`src/hdl/tlbc_pkg.sv`:
```
// Package for the tower lamp blink controller.
// Holds the status codes, lamp bit positions, mode codes, register indexes and beat types.
// No dependencies.
`timescale 1ns / 1ps

package tlbc_pkg;

	// Machine status encoding, shared by run_status and shown_status.
	localparam logic [2:0] ST_STOP      = 3'd0;
	localparam logic [2:0] ST_RUN       = 3'd1;
	localparam logic [2:0] ST_JAM       = 3'd2;
	localparam logic [2:0] ST_LOTEND    = 3'd3;
	localparam logic [2:0] ST_INIT      = 3'd4;
	localparam logic [2:0] ST_WARNING   = 3'd5;
	localparam logic [2:0] ST_LOCK      = 3'd6;
	localparam logic [2:0] ST_SELFCHECK = 3'd7;

	// Bit positions in the lamp level vector.
	localparam int LAMP_RED    = 0;
	localparam int LAMP_YELLOW = 1;
	localparam int LAMP_GREEN  = 2;
	localparam int LAMP_START  = 3;
	localparam int LAMP_STOP   = 4;
	localparam int LAMP_CLEAR  = 5;
	localparam int LAMP_COUNT  = 6;

	// Two-bit lamp mode codes in the mode tables.
	localparam logic [1:0] MODE_OFF     = 2'd0;
	localparam logic [1:0] MODE_ON      = 2'd1;
	localparam logic [1:0] MODE_FLICKER = 2'd2;
	localparam logic [1:0] MODE_KEEP    = 2'd3;

	// Blink phases. Even phases set lamps, odd phases wait.
	localparam logic [2:0] PH_ON       = 3'd0;
	localparam logic [2:0] PH_ON_WAIT  = 3'd1;
	localparam logic [2:0] PH_OFF      = 3'd2;
	localparam logic [2:0] PH_OFF_WAIT = 3'd3;
	localparam logic [2:0] PH_CHASE_G  = 3'd4;
	localparam logic [2:0] PH_CHASE_Y2 = 3'd6;

	// Configuration register indexes (byte address divided by four).
	localparam logic [1:0] REG_RED_MODES    = 2'd0;
	localparam logic [1:0] REG_GREEN_MODES  = 2'd1;
	localparam logic [1:0] REG_YELLOW_MODES = 2'd2;
	localparam logic [1:0] REG_WAIT_TICKS   = 2'd3;

	localparam int          TABLE_WIDTH = 16;
	localparam logic [15:0] WAIT_RESET  = 16'd500;

	typedef struct packed {
		logic [2:0] run_status;
		logic       io_screen;
		logic       recovery;
		logic       lot_end;
		logic       lot_empty;
		logic       next_down;
	} item_t;

	typedef struct packed {
		logic [LAMP_COUNT-1:0] lamps;
		logic [2:0]            shown_status;
	} result_t;

	typedef struct packed {
		logic [TABLE_WIDTH-1:0] red;
		logic [TABLE_WIDTH-1:0] green;
		logic [TABLE_WIDTH-1:0] yellow;
	} modes_t;

endpackage

```
`src/hdl/tlbc_item_if.sv`:
```
// Input channel of the tower lamp blink controller: one tick with status and flags per beat.
// No dependencies.
`timescale 1ns / 1ps

interface tlbc_item_if;
	logic       valid;
	logic       ready;
	logic [2:0] run_status;
	logic       io_screen;
	logic       recovery;
	logic       lot_end;
	logic       lot_empty;
	logic       next_down;

	modport source (output valid, run_status, io_screen, recovery, lot_end, lot_empty,
		next_down, input ready);
	modport sink (input valid, run_status, io_screen, recovery, lot_end, lot_empty,
		next_down, output ready);
endinterface

```
`src/hdl/tlbc_result_if.sv`:
```
// Output channel of the tower lamp blink controller: lamp levels and shown status per beat.
// No dependencies.
`timescale 1ns / 1ps

interface tlbc_result_if;
	logic       valid;
	logic       ready;
	logic       red_lamp;
	logic       yellow_lamp;
	logic       green_lamp;
	logic       start_lamp;
	logic       stop_lamp;
	logic       clear_lamp;
	logic [2:0] shown_status;

	modport source (output valid, red_lamp, yellow_lamp, green_lamp, start_lamp, stop_lamp,
		clear_lamp, shown_status, input ready);
	modport sink (input valid, red_lamp, yellow_lamp, green_lamp, start_lamp, stop_lamp,
		clear_lamp, shown_status, output ready);
endinterface

```
`src/hdl/tlbc_core.sv`:
```
// Lamp state registers and the per-tick update logic of the tower lamp blink controller.
// Depends on tlbc_pkg.
`timescale 1ns / 1ps

module tlbc_core import tlbc_pkg::*; #(
	parameter int WAIT_WIDTH = 16
) (
	input  logic                  clk,
	input  logic                  arst_n,
	input  logic                  step,
	input  item_t                 item,
	input  modes_t                modes,
	input  logic [TABLE_WIDTH-1:0] wait_ticks,
	output result_t               next_result
);

	localparam int EW = WAIT_WIDTH + 1;

	logic [2:0]            phase_q;
	logic [EW-1:0]         elapsed_q;
	logic [LAMP_COUNT-1:0] lamps_q;
	logic [2:0]            shown_q;

	logic [2:0]            phase_d;
	logic [EW-1:0]         elapsed_d;
	logic [LAMP_COUNT-1:0] lamps_d;
	logic [2:0]            shown_d;

	logic [EW-1:0] wait_eff;
	logic [EW-1:0] elapsed_inc;
	logic          wait_over;
	logic [1:0]    red_mode;
	logic [1:0]    green_mode;
	logic [1:0]    yellow_mode;
	logic          flick_on;

	// The wait register is masked to WAIT_WIDTH bits before the compare.
	genvar gi;
	generate
		for (gi = 0; gi < EW; gi++) begin : g_wait
			if (gi < WAIT_WIDTH && gi < TABLE_WIDTH) begin : g_bit
				assign wait_eff[gi] = wait_ticks[gi];
			end else begin : g_zero
				assign wait_eff[gi] = 1'b0;
			end
		end
	endgenerate

	// The elapsed count saturates instead of wrapping.
	assign elapsed_inc = (&elapsed_q) ? elapsed_q : elapsed_q + EW'(1);
	assign wait_over   = elapsed_inc > wait_eff;

	function automatic logic apply_mode(input logic [1:0] mode, input logic level,
		input logic flick);
		logic res;
		res = level;
		case (mode)
			MODE_OFF:     res = 1'b0;
			MODE_ON:      res = 1'b1;
			MODE_FLICKER: res = flick;
			MODE_KEEP:    res = level;
			default:      res = level;
		endcase
		return res;
	endfunction

	always_comb begin
		phase_d   = phase_q;
		elapsed_d = elapsed_q;
		lamps_d   = lamps_q;
		shown_d   = shown_q;
		flick_on  = (phase_q == PH_ON);
		red_mode    = 2'd0;
		green_mode  = 2'd0;
		yellow_mode = 2'd0;

		if (!item.io_screen) begin
			if (item.run_status == ST_JAM || item.run_status == ST_WARNING) begin
				lamps_d[LAMP_STOP]  = 1'b1;
				lamps_d[LAMP_START] = 1'b0;
			end

			if (item.run_status == ST_INIT) begin
				// Eight-phase chase: red, yellow, green, yellow with a wait after each.
				if (!phase_q[0]) begin
					lamps_d[LAMP_RED]    = (phase_q == PH_ON);
					lamps_d[LAMP_START]  = (phase_q == PH_ON);
					lamps_d[LAMP_YELLOW] = (phase_q == PH_OFF) || (phase_q == PH_CHASE_Y2);
					lamps_d[LAMP_STOP]   = (phase_q == PH_OFF) || (phase_q == PH_CHASE_Y2);
					lamps_d[LAMP_GREEN]  = (phase_q == PH_CHASE_G);
					lamps_d[LAMP_CLEAR]  = (phase_q == PH_CHASE_G);
					elapsed_d = '0;
					phase_d   = phase_q + 3'd1;
				end else begin
					elapsed_d = elapsed_inc;
					if (wait_over) begin
						phase_d = phase_q + 3'd1;
					end
				end
			end else begin
				if (!item.recovery) begin
					if (item.lot_end) begin
						shown_d = ST_LOTEND;
					end else if (item.lot_empty || item.next_down) begin
						shown_d = ST_SELFCHECK;
					end else begin
						shown_d = item.run_status;
					end
				end
				red_mode    = modes.red[{shown_d, 1'b0} +: 2];
				green_mode  = modes.green[{shown_d, 1'b0} +: 2];
				yellow_mode = modes.yellow[{shown_d, 1'b0} +: 2];

				if (phase_q[2]) begin
					phase_d = PH_ON;
				end else if (!phase_q[0]) begin
					if (item.recovery) begin
						lamps_d[LAMP_GREEN] = flick_on;
						lamps_d[LAMP_START] = flick_on;
					end else begin
						lamps_d[LAMP_RED]    = apply_mode(red_mode, lamps_d[LAMP_RED], flick_on);
						lamps_d[LAMP_GREEN]  = apply_mode(green_mode, lamps_d[LAMP_GREEN],
							flick_on);
						lamps_d[LAMP_YELLOW] = apply_mode(yellow_mode, lamps_d[LAMP_YELLOW],
							flick_on);
					end
					elapsed_d = '0;
					phase_d   = phase_q + 3'd1;
				end else begin
					elapsed_d = elapsed_inc;
					if (wait_over) begin
						phase_d = (phase_q == PH_OFF_WAIT) ? PH_ON : PH_OFF;
					end
				end
			end
		end
	end

	assign next_result.lamps        = lamps_d;
	assign next_result.shown_status = shown_d;

	always_ff @(posedge clk or negedge arst_n) begin
		if (!arst_n) begin
			phase_q   <= PH_ON;
			elapsed_q <= '0;
			lamps_q   <= '0;
			shown_q   <= ST_STOP;
		end else if (step) begin
			phase_q   <= phase_d;
			elapsed_q <= elapsed_d;
			lamps_q   <= lamps_d;
			shown_q   <= shown_d;
		end
	end

	// A frozen tick leaves every piece of state alone.
	a_frozen_hold: assert property (@(posedge clk) disable iff (!arst_n)
		(step && item.io_screen) |=> ($stable(lamps_q) && $stable(phase_q) &&
		$stable(elapsed_q) && $stable(shown_q)))
		else $error("state changed on a frozen tick");

	// Outside the init chase the blink cycle stays within its four phases.
	a_phase_range: assert property (@(posedge clk) disable iff (!arst_n)
		(step && !item.io_screen && item.run_status != ST_INIT) |=> (phase_q[2] == 1'b0))
		else $error("blink phase out of range");

	// A lamp-setting phase restarts the wait count.
	a_elapsed_clear: assert property (@(posedge clk) disable iff (!arst_n)
		(step && !item.io_screen && !phase_q[0] &&
		(item.run_status == ST_INIT || !phase_q[2])) |=> (elapsed_q == '0))
		else $error("elapsed count not cleared");

	// Jam and warning always leave the stop lamp lit.
	a_stop_on_fault: assert property (@(posedge clk) disable iff (!arst_n)
		(step && !item.io_screen &&
		(item.run_status == ST_JAM || item.run_status == ST_WARNING)) |=> lamps_q[LAMP_STOP])
		else $error("stop lamp dark on jam or warning");

endmodule

```
`src/hdl/tower_lamp_blink_controller.sv`:
```
// Top level of the tower lamp blink controller: channel registers and the APB register file.
// Depends on tlbc_pkg, tlbc_item_if, tlbc_result_if and tlbc_core.
//
// Usage:
// Each beat on the item channel is one millisecond tick carrying the machine status and flags.
// For every tick the block returns exactly one beat on the result channel with the six lamp
// levels after that tick and the display status chosen by priority.
// The tick enters an input register; the update logic sits between that register and the
// result register, and each result beat is registered there after its tick leaves the input
// register. One tick is taken every cycle as long as the result channel drains; the lamp
// registers update from combinational next-state logic on each step, which sets that rate.
// When the receiver stalls, the result register holds its beat and the input register holds
// the next tick; the item channel then stalls until the result beat is taken.
// Reset clears all lamps, the blink phase, the elapsed count and the shown status; the mode
// tables reset to zero and the phase length to 500 ticks. The user must write registers over
// APB at byte addresses 0, 4, 8 and 12 only while no tick is in flight; it is not enforced.
`timescale 1ns / 1ps

module tower_lamp_blink_controller import tlbc_pkg::*; #(
	parameter int WAIT_WIDTH = 16
) (
	input  logic         clk,
	input  logic         arst_n,
	tlbc_item_if.sink    item,
	tlbc_result_if.source result,
	input  logic         psel,
	input  logic         penable,
	input  logic         pwrite,
	input  logic [3:0]   paddr,
	input  logic [31:0]  pwdata,
	output logic [31:0]  prdata,
	output logic         pready
);

	logic                   s1_valid_q;
	item_t                  item_s1;
	logic                   res_valid_q;
	result_t                result_s2;
	result_t                next_result;
	logic                   advance;
	logic                   accept;
	logic                   cfg_write;
	modes_t                 modes_q;
	logic [TABLE_WIDTH-1:0] wait_q;
	logic [1:0]             reg_index;

	assign advance    = s1_valid_q && (!res_valid_q || result.ready);
	assign item.ready = !s1_valid_q || advance;
	assign accept     = item.valid && item.ready;

	always_ff @(posedge clk or negedge arst_n) begin
		if (!arst_n) begin
			s1_valid_q  <= 1'b0;
			res_valid_q <= 1'b0;
		end else begin
			if (accept) begin
				s1_valid_q <= 1'b1;
			end else if (advance) begin
				s1_valid_q <= 1'b0;
			end
			if (advance) begin
				res_valid_q <= 1'b1;
			end else if (result.ready) begin
				res_valid_q <= 1'b0;
			end
		end
	end

	always_ff @(posedge clk) begin
		if (accept) begin
			item_s1.run_status <= item.run_status;
			item_s1.io_screen  <= item.io_screen;
			item_s1.recovery   <= item.recovery;
			item_s1.lot_end    <= item.lot_end;
			item_s1.lot_empty  <= item.lot_empty;
			item_s1.next_down  <= item.next_down;
		end
		if (advance) begin
			result_s2 <= next_result;
		end
	end

	tlbc_core #(
		.WAIT_WIDTH (WAIT_WIDTH)
	) u_core (
		.clk         (clk),
		.arst_n      (arst_n),
		.step        (advance),
		.item        (item_s1),
		.modes       (modes_q),
		.wait_ticks  (wait_q),
		.next_result (next_result)
	);

	assign result.valid        = res_valid_q;
	assign result.red_lamp     = result_s2.lamps[LAMP_RED];
	assign result.yellow_lamp  = result_s2.lamps[LAMP_YELLOW];
	assign result.green_lamp   = result_s2.lamps[LAMP_GREEN];
	assign result.start_lamp   = result_s2.lamps[LAMP_START];
	assign result.stop_lamp    = result_s2.lamps[LAMP_STOP];
	assign result.clear_lamp   = result_s2.lamps[LAMP_CLEAR];
	assign result.shown_status = result_s2.shown_status;

	// Register file. The two low address bits select bytes and are ignored.
	assign pready    = 1'b1;
	assign reg_index = paddr[3:2];
	assign cfg_write = psel && penable && pwrite && pready;

	always_ff @(posedge clk or negedge arst_n) begin
		if (!arst_n) begin
			modes_q <= '0;
			wait_q  <= WAIT_RESET;
		end else if (cfg_write) begin
			case (reg_index)
				REG_RED_MODES:    modes_q.red    <= pwdata[TABLE_WIDTH-1:0];
				REG_GREEN_MODES:  modes_q.green  <= pwdata[TABLE_WIDTH-1:0];
				REG_YELLOW_MODES: modes_q.yellow <= pwdata[TABLE_WIDTH-1:0];
				REG_WAIT_TICKS:   wait_q         <= pwdata[TABLE_WIDTH-1:0];
				default:          wait_q         <= wait_q;
			endcase
		end
	end

	always_comb begin
		case (reg_index)
			REG_RED_MODES:    prdata = {16'd0, modes_q.red};
			REG_GREEN_MODES:  prdata = {16'd0, modes_q.green};
			REG_YELLOW_MODES: prdata = {16'd0, modes_q.yellow};
			REG_WAIT_TICKS:   prdata = {16'd0, wait_q};
			default:          prdata = '0;
		endcase
	end

	// Every advance must land in an empty or draining result register.
	a_no_overwrite: assert property (@(posedge clk) disable iff (!arst_n)
		(res_valid_q && !result.ready) |-> !advance)
		else $error("result beat overwritten");

	// A held tick moves on in the cycle the result register frees up.
	a_s1_moves: assert property (@(posedge clk) disable iff (!arst_n)
		(s1_valid_q && !res_valid_q) |-> advance)
		else $error("input register stuck");

	// An advance always produces a result beat in the next cycle.
	a_advance_result: assert property (@(posedge clk) disable iff (!arst_n)
		advance |=> res_valid_q)
		else $error("advance without result beat");

endmodule

```
`src/flat_wrapper.sv`:
```
// flat-port wrapper written by rule: the top's interface ports become plain ports
module tower_lamp_blink_controller_flat import tlbc_pkg::*;
#(
	parameter int WAIT_WIDTH = 16
)
  (clk, arst_n, psel, penable, pwrite, paddr, pwdata, prdata, pready, item_valid, item_run_status, item_io_screen, item_recovery, item_lot_end, item_lot_empty, item_next_down, item_ready, result_valid, result_red_lamp, result_yellow_lamp, result_green_lamp, result_start_lamp, result_stop_lamp, result_clear_lamp, result_shown_status, result_ready);
  tlbc_item_if item_i ();
  tlbc_result_if result_i ();
  input  logic clk;
  input  logic arst_n;
  input  logic psel;
  input  logic penable;
  input  logic pwrite;
  input  logic [3:0] paddr;
  input  logic [31:0] pwdata;
  output logic [31:0] prdata;
  output logic pready;
  input wire logic [$bits(item_i.valid)-1:0] item_valid;
  input wire logic [$bits(item_i.run_status)-1:0] item_run_status;
  input wire logic [$bits(item_i.io_screen)-1:0] item_io_screen;
  input wire logic [$bits(item_i.recovery)-1:0] item_recovery;
  input wire logic [$bits(item_i.lot_end)-1:0] item_lot_end;
  input wire logic [$bits(item_i.lot_empty)-1:0] item_lot_empty;
  input wire logic [$bits(item_i.next_down)-1:0] item_next_down;
  output wire logic [$bits(item_i.ready)-1:0] item_ready;
  output wire logic [$bits(result_i.valid)-1:0] result_valid;
  output wire logic [$bits(result_i.red_lamp)-1:0] result_red_lamp;
  output wire logic [$bits(result_i.yellow_lamp)-1:0] result_yellow_lamp;
  output wire logic [$bits(result_i.green_lamp)-1:0] result_green_lamp;
  output wire logic [$bits(result_i.start_lamp)-1:0] result_start_lamp;
  output wire logic [$bits(result_i.stop_lamp)-1:0] result_stop_lamp;
  output wire logic [$bits(result_i.clear_lamp)-1:0] result_clear_lamp;
  output wire logic [$bits(result_i.shown_status)-1:0] result_shown_status;
  input wire logic [$bits(result_i.ready)-1:0] result_ready;
  assign item_i.valid = item_valid;
  assign item_i.run_status = item_run_status;
  assign item_i.io_screen = item_io_screen;
  assign item_i.recovery = item_recovery;
  assign item_i.lot_end = item_lot_end;
  assign item_i.lot_empty = item_lot_empty;
  assign item_i.next_down = item_next_down;
  assign item_ready = item_i.ready;
  assign result_valid = result_i.valid;
  assign result_red_lamp = result_i.red_lamp;
  assign result_yellow_lamp = result_i.yellow_lamp;
  assign result_green_lamp = result_i.green_lamp;
  assign result_start_lamp = result_i.start_lamp;
  assign result_stop_lamp = result_i.stop_lamp;
  assign result_clear_lamp = result_i.clear_lamp;
  assign result_shown_status = result_i.shown_status;
  assign result_i.ready = result_ready;
  tower_lamp_blink_controller #(.WAIT_WIDTH(WAIT_WIDTH)) u_core (.clk(clk), .arst_n(arst_n), .item(item_i), .result(result_i), .psel(psel), .penable(penable), .pwrite(pwrite), .paddr(paddr), .pwdata(pwdata), .prdata(prdata), .pready(pready));
endmodule
```
`config.mk`:
```
export PLATFORM = sky130hd
export DESIGN_NAME = tower_lamp_blink_controller_flat
export DESIGN_NICKNAME = d
export VERILOG_FILES = /design/src/hdl/tlbc_pkg.sv /design/src/hdl/tlbc_item_if.sv /design/src/hdl/tlbc_result_if.sv /design/src/hdl/tlbc_core.sv /design/src/hdl/tower_lamp_blink_controller.sv /design/src/flat_wrapper.sv
export SDC_FILE = /design/constraint.sdc
export NUM_CORES = 1
export LEC_CHECK = 0
export ABC_CLOCK_PERIOD_IN_PS = 3600
export BUFFER_PORTS_ARGS = -buffer_cell sky130_fd_sc_hd__buf_4
export CAP_MARGIN = 20
export CORE_MARGIN = 2
export CORE_UTILIZATION = 35
export DETAILED_ROUTE_END_ITERATION = 12
export HOLD_SLACK_MARGIN = 0.02
export PLACE_DENSITY = 0.55
export SYNTH_ARGS = -nofsm -noshare
export SYNTH_HDL_FRONTEND = slang
export SYNTH_HIERARCHICAL = 1
export SYNTH_SLANG_ARGS = --single-unit
```
`constraint.sdc`:
```
create_clock -name clk -period 3.6 [get_ports clk]
set_input_delay 0.54 -clock clk [delete_from_list [all_inputs] [get_ports clk]]
set_output_delay 0.54 -clock clk [all_outputs]
set_load 0.02 [all_outputs]
```
==> results_dict.tcl, run 1 <==
set metrics [dict create \
    timing.rr.start "u_core/u_core/elapsed_q[8]" \
    period_minus_slack_ns 3.38 \
    die_h_um 141 \
    cts_buffers 9 \
    maxSlewViolCount 0 \
    area_growth_syn_to_layout_pct 15.2 \
    crit_start "u_core/u_core/elapsed_q[8]" \
    ant_nets 0 \
    place_congestion 0.860 \
    synth.mux.area_fraction_pct 24.8 \
    critPathBufInv 1 \
    syn-cell-area_um2 6580 \
    synth_cell_types 59 \
    r2r_cells 16 \
    place_area_um2 7300 \
    dr.first_iter.drc_count 222 \
    clock-sinks 112 \
    synthCells 559 \
    io_buffers 59 \
    synth-adder-area-share_pct 3.99 \
    worst-path-stages 16 \
    syn_area_per_cell_um2 11.8 \
    initial_core_util_pct 35.4 \
    layout_common_cells "dfrtp_1 (89), buf_4 (88), mux2_2 (65), nand2_1 (39), nor2_1 (27)" \
    grt.total_usage_pct 17.4 \
    post_cts_resized 0 \
    cts_buffer_depth 2 \
    final_cells 868 \
    worstSetupEndpointType "register" \
    postCtsSetupBuffers 0 \
    viasPerCell 5.43 \
    die_area_um2 19900 \
    clockRootBuffer "clkbuf_16" \
    synth_edf_count 17 \
    finalSetupViolCount 0 \
    max_stage_delay_ns 0.41 \
    status "finished clean" \
    grt_pass1_wl_um 26800 \
    start_kind "register" \
    synth-seq-cells 112 \
    layout.cells.most_common "dfrtp_1" \
    yosys.area_share.simple_pct 10.3 \
    insertion_delay_ns 0.36 \
    synth_top_family_by_area "multiplexers" \
    die_w_um 141 \
    crit_type "reg -> reg" \
    grt_max_degree 58 \
    vias 4713 \
    path_clk_slew_ns 0.07 \
    hold_class "in -> async" \
    synth-compound-area-share_pct 9.36 \
    maxCapViolCount 0 \
    grt_remaining_overflow 0 \
    grt_pass1_vias 4976 \
    coreArea_um2 18600 \
    worst_pin_slew_ns 1.07 \
    vdd_drop_max_uv 244 \
    synth_xor_area_share_pct 1.73 \
    relSlewSlack_pct 28.6 \
    hold_buffers 0 \
    power_leakage_uw 0.00343 \
    r2r_slack_ns 0.22 \
    crit_family "compound AO/OA/AOI/OAI gates" \
    crit_slowest_cell "dfrtp_1" \
    ys_async_sr_fraction_pct 84.8 \
    antenna_cells 0 \
    drive_above_1_share_pct 32.5 \
    tns_ns 0 \
    ys_seq_area_share_pct 44.0 \
    dp_hpwl_um 11700 \
    boundaryPins 95 \
    nets 701 \
    crit_required_ns 3.85 \
    route.detailed.drc 0 \
    skew_ns 0.00889 \
    avgRoutedWirePerCell_um 18.9 \
    cp_max_fo 5 \
    powerDensity_nw_per_um2 551 \
    cts_tree "done" \
    dp_cells 852 \
    synth_ff_type "dfrtp_1" \
    hold_violations 0 \
    htree_levels 3 \
    antenna_found_initial 0 \
    max_freq_ghz 0.295 \
    final_cell_area_um2 7580 \
    yosysWarnings 6 \
    rows 50 \
    wirelength_um 16400 \
    arrival_ns 3.63 \
    cp_cell_sequence "and3_1 -> and4_1 -> and2_1 -> a21oi_2 -> buf_4 -> nand2_1 -> o21a_1 -> ha_1 -> a21o_1 -> a21oi_1 -> o21ai_0 -> a211o_1 -> a21oi_1 -> o21a_2 -> nor4_1 -> a211o_1" \
    firstDrtPassIters 4 \
    min_period_over_period_pct 94.0 \
    fill_cells 1751 \
    rsz0062_at_grt "false" \
]
==> cell type report <==
| cell class | instances | area (µm²) | area share (%) |
|---|---|---|---|
| clock inverters | 4 | 21.3 | 0.280 |
| repair buffers | 88 | 661 | 8.71 |
| well taps | 234 | 293 | 3.86 |
| multi-input cells | 396 | 3390 | 44.8 |
| clock buffers | 12 | 236 | 3.12 |
| flip-flops and latches | 112 | 2900 | 38.2 |
| inverters | 22 | 82.6 | 1.09 |
==> per-layer routing <==
metal / vias to the layer above / share of wire, % / track usage, %
li1: 2179 / - / -
met5: - / 0 / 0
met2: 110 / 49 / 29.5
met3: 27 / 3.6 / 2.45
met4: 0 / 2.1 / 6.58
met1: 2397 / 45 / 22.7
==> sequential cells by signal (all words and copies together) (netlist names), named ones only <==
name                        flops
u_core/result.red_lamp          1
u_core/u_core/elapsed_q        17
u_core/result.shown_status      3
u_core/result.yellow_lamp       1
u_core/u_core/lamps_q           6
u_core/modes_q                 48
u_core/result.stop_lamp         1
u_core/result.start_lamp        1
u_core/result.valid             1
u_core/u_core/phase_q           2
u_core/s1_valid_q               1
u_core/item_s1                  8
u_core/wait_q                  16
u_core/result.green_lamp        1
u_core/result.clear_lamp        1
u_core/u_core/shown_q           3
==> logic make-up after synthesis <==
group           count (synthesis)
fa+ha+maj                      21
simple gates                  136
other cells                     2
buf+inv                        66
mux                           114
compound gates                 95
flops                         112
xor+xnor                       13
==> per-stage QoR <==
stage	hold WS, ns	util [%]	power, µW	worst slack (ns)
after detailed placement	0.479	39.3	3250	0.120
final	0.242	40.8	4180	0.215
after floorplan	0.244	-	2730	0.301
after CTS	0.267	40.7	4190	0.0928
after global placement	0.460	39.3	3190	0.179
after global routing	0.301	40.8	4420	0.00578
==> worst min-delay path by stage <==
stage                 startpoint                   to  slack (ns)  cells past startpoint
6_report                  arst_n   u_core/modes_q[33]        0.24                      1
5_1_grt                   arst_n   u_core/modes_q[33]        0.30                      1
4_1_cts                   arst_n   u_core/modes_q[33]        0.27                      1
3_5_place_dp   u_core/s1_valid_q  u_core/result.valid        0.48                      1
3_3_place_gp   u_core/s1_valid_q  u_core/result.valid        0.46                      1
2_1_floorplan             arst_n    u_core/modes_q[0]        0.24                      0
==> report_power, final <==
part	internal, µW	switching, µW	leakage [µW]
Sequential	1570	252	0.00133
Combinational	717	705	0.00197
Clock	467	468	0.000126
Total	2750	1430	0.00343
==> synthesized netlist by cell type (13+ instances only) <==
master | number | area (µm²)
nand2_1 | 40 | 150
edfxtp_1 | 17 | 510
inv_1 | 21 | 78.8
mux4_1 | 13 | 342
mux2_2 | 65 | 732
clkbuf_1 | 15 | 56.3
a21o_1 | 13 | 97.6
dfrtp_1 | 89 | 2230
buf_4 | 19 | 143
mux2i_1 | 14 | 140
a21oi_1 | 24 | 120
ha_1 | 21 | 263
o21ai_0 | 26 | 130
nor2_1 | 28 | 105
No activity file was read; power rests on OpenSTA's default activity.
==> inputs of run 2 (changes only) <==
--- a/config.mk
+++ b/config.mk
@@ -5,6 +5,7 @@
 export SDC_FILE = /design/constraint.sdc
 export NUM_CORES = 1
 export LEC_CHECK = 0
+export ABC_AREA = 1
 export ABC_CLOCK_PERIOD_IN_PS = 3600
 export BUFFER_PORTS_ARGS = -buffer_cell sky130_fd_sc_hd__buf_4
 export CAP_MARGIN = 20
==> run 2 against run 1 <==
Worst hold slack worse by 0.052 ns. Combinational power increased by 6%. Final area increased by 1.7%. Area after synthesis increased by 5.1%. Power grew 2.7%. Wire length rose by 17%. Sequential power barely moved.
==> results_dict.tcl, run 2 <==
set metrics [dict create \
    status "finished clean" \
    route.detailed.drc 0 \
    firstDrtPassIters 5 \
    p_sw_uw 1670 \
    largest-register "u_core/modes_q" \
    synth_cell_types 50 \
    largest_reg_flops 48 \
    synthTopCellsByArea "dfrtp_1 (32%), nand2_1 (19%), nand3_1 (8.0%), edfxtp_1 (7.4%), inv_1 (4.9%)" \
    htree_levels 3 \
    grt_max_degree 56 \
    synth.most_common_cell "nand2_1" \
    post_cts_resized 0 \
    postCtsSetupBuffers 0 \
    synthCells 909 \
    period_minus_slack_ns 2.97 \
    relSlewSlack_pct 59.2 \
    cp_max_fo 5 \
    rsz0062_at_grt "false" \
    fill_cells 2084 \
    powerDensity_nw_per_um2 556 \
    finalSetupViolCount 0 \
    boundaryPins 95 \
    die_w_um 145 \
    layout.cells.most_common "nand2_1" \
    grt_pass1_wl_um 30800 \
    start_kind "register" \
    top_regs "u_core/modes_q (48), u_core/u_core/elapsed_q (17), u_core/wait_q (16)" \
    cts_buffers 9 \
    coreArea_um2 19400 \
    hold_violations 0 \
    arrival_ns 3.22 \
    final_cell_area_um2 7710 \
    ant_nets 0 \
    synth_commonest_cells "nand2_1 (354), nand3_1 (111), inv_1 (91)" \
    synth_ff_type "dfrtp_1" \
    die_h_um 145 \
    cts_tree "done" \
    dr.first_iter.drc_count 366 \
    initial_core_util_pct 35.6 \
    hold_ws_ns 0.191 \
    ys_seq_area_share_pct 41.9 \
    place_congestion 0.839 \
    max_stage_delay_ns 0.38 \
    critPathBufInv 0 \
    yosysWarnings 6 \
    path_clk_slew_ns 0.08 \
    power_switching_share_pct 39.0 \
    final_core_util_pct 39.8 \
    clock-sinks 112 \
    synth_top_area_cell "dfrtp_1" \
    grt.total_usage_pct 19.4 \
    drive_above_1_share_pct 13.7 \
    tns_ns 0 \
    power_leakage_uw 0.00390 \
    dp_hpwl_um 13200 \
    maxCapViolCount 0 \
    io_buffers 59 \
    internal-power_uw 2620 \
    cts_buffer_depth 2 \
    die_area_um2 20900 \
    combinationalPowerShare_pct 34.9 \
    vias 5971 \
    seqPwrFrac_pct 42.5 \
    hold_class "in -> async" \
    cp_common_cell "nand2_1" \
    nets 1026 \
    crit_required_ns 3.85 \
    syn_area_per_cell_um2 7.61 \
    synth.mux.area_fraction_pct 0 \
    synth-adder-area-share_pct 3.80 \
    skew_ns 0.0102 \
    min_period_over_period_pct 82.4 \
    synth_edf_count 17 \
    place_area_um2 7440 \
    synth_xor_area_share_pct 1.36 \
    crit_type "reg -> reg" \
    wirelength_um 19200 \
    avgRoutedWirePerCell_um 15.7 \
    clockRootBuffer "clkbuf_16" \
    final_cells 1224 \
    antenna_cells 0 \
    worst_pin_slew_ns 0.612 \
    antenna_found_initial 0 \
    viasPerCell 4.88 \
    cp_cell_sequence "ha_1 -> nand3_1 -> nor2_4 -> nand3_2 -> nand2_1 -> nor3_2 -> nand2_1 -> a22oi_1 -> ha_1 -> nand2_1 -> nor2_1 -> nor3b_1 -> nor2_1 -> nor2_1 -> nand3_1 -> nand2_2 -> nand2_1 -> nand2_1 -> nand2_1 -> nand2_1 -> nor2_1" \
    insertion_delay_ns 0.36 \
    dp_cells 1208 \
    synth_top_family_by_area "simple AND/OR/NAND/NOR gates" \
    p_clk_share_pct 22.6 \
    grt_remaining_overflow 0 \
    hold_buffers 0 \
    area_growth_syn_to_layout_pct 11.5 \
    worstSetupEndpointType "register" \
    maxSlewViolCount 0 \
    syn-cell-area_um2 6920 \
    vdd_drop_max_uv 289 \
    yosys.area_share.simple_pct 37.5 \
    synth-compound-area-share_pct 4.69 \
    crit_slowest_cell "dfrtp_1" \
    max_freq_ghz 0.337 \
    crit_family "simple AND/OR/NAND/NOR gates" \
    yosys.area.top_type_share_pct 32.2 \
    ys_async_sr_fraction_pct 84.8 \
    rows 51 \
    layout_common_cells "nand2_1 (354), nand3_1 (111), inv_1 (91), dfrtp_1 (89), buf_4 (63)" \
    grt_pass1_vias 5676 \
    synth-seq-cells 112 \
]
[run 2: changes by cell type after synthesis, sizes merged, moves of 10 or more]
| cell | change |
|---|---|
| mux4 | -24 |
| nand2 | +328 |
| inv | +76 |
| clkbuf | -14 |
| mux2 | -75 |
| buf | +15 |
| and3 | -12 |
| nand3 | +103 |
| a21o | -13 |
| nand4 | +17 |
| mux2i | -15 |
| nor2 | +10 |
| a21oi | -10 |
[run 2: layer usage]
| metal | up-vias | track usage (%) | share of wire (%) |
|---|---|---|---|
| met1 | 2796 | 27.5 | 47 |
| met3 | 20 | 3.48 | 5.6 |
| met4 | 0 | 4.14 | 1.5 |
| met2 | 177 | 31.1 | 46 |
| met5 | - | 0 | 0 |
| li1 | 2978 | - | - |
[run 2: stage by stage]
| step | power (µW) | setup slack [ns] |
|---|---|---|
| floorplan | 2870 | 1.03 |
| global placement | 3320 | 0.590 |
| detailed placement | 3340 | 0.605 |
| CTS | 4330 | 0.586 |
| global route | 4630 | 0.170 |
| finish | 4290 | 0.633 |
[run 2: layout make-up]
type | instances | area (µm²) | area share (%)
multi-input combinational | 668 | 3340 | 43.3
sequential | 112 | 2900 | 37.5
timing repair buffer | 64 | 493 | 6.39
inverter | 99 | 382 | 4.95
tap | 265 | 332 | 4.30
clock buffer | 11 | 243 | 3.15
clock inverter | 5 | 31.3 | 0.406
[run 2: path summary, 6_finish.rpt]
kind	from	endpoint	slack, ns	depth (start not counted)
max	u_core/u_core/elapsed_q[0]	u_core/u_core/phase_q[2]	0.63	21
min	arst_n	u_core/u_core/lamps_q[5]	0.19	1
max reg2reg	u_core/u_core/elapsed_q[0]	u_core/u_core/phase_q[2]	0.63	21
min reg2reg	u_core/wait_q[7]	u_core/wait_q[7]	0.48	2
max in group asynchronous	arst_n	u_core/wait_q[6]	2.66	2
min in group clk	item_run_status[0]	u_core/item_s1[5]	0.36	1
[run 2: logic make-up after synthesis]
family	count (synthesis)
adder cells (fa/ha/maj)	21
AO/OA/AOI/OAI	56
flip-flops	112
buffers and inverters	144
other	2
AND/OR/NAND/NOR	565
XOR/XNOR	9
[run 2: power groups by stage]
| stage | registers, µW | clock network (µW) | logic [µW] |
|---|---|---|---|
| 6_report | 1820 | 968 | 1500 |
| 4_1_cts | 1820 | 1000 | 1500 |
| 5_1_grt | 1860 | 1050 | 1720 |
| 3_3_place_gp | 1840 | 0 | 1480 |
| 2_1_floorplan | 1800 | 0 | 1070 |
| 3_5_place_dp | 1840 | 0 | 1500 |
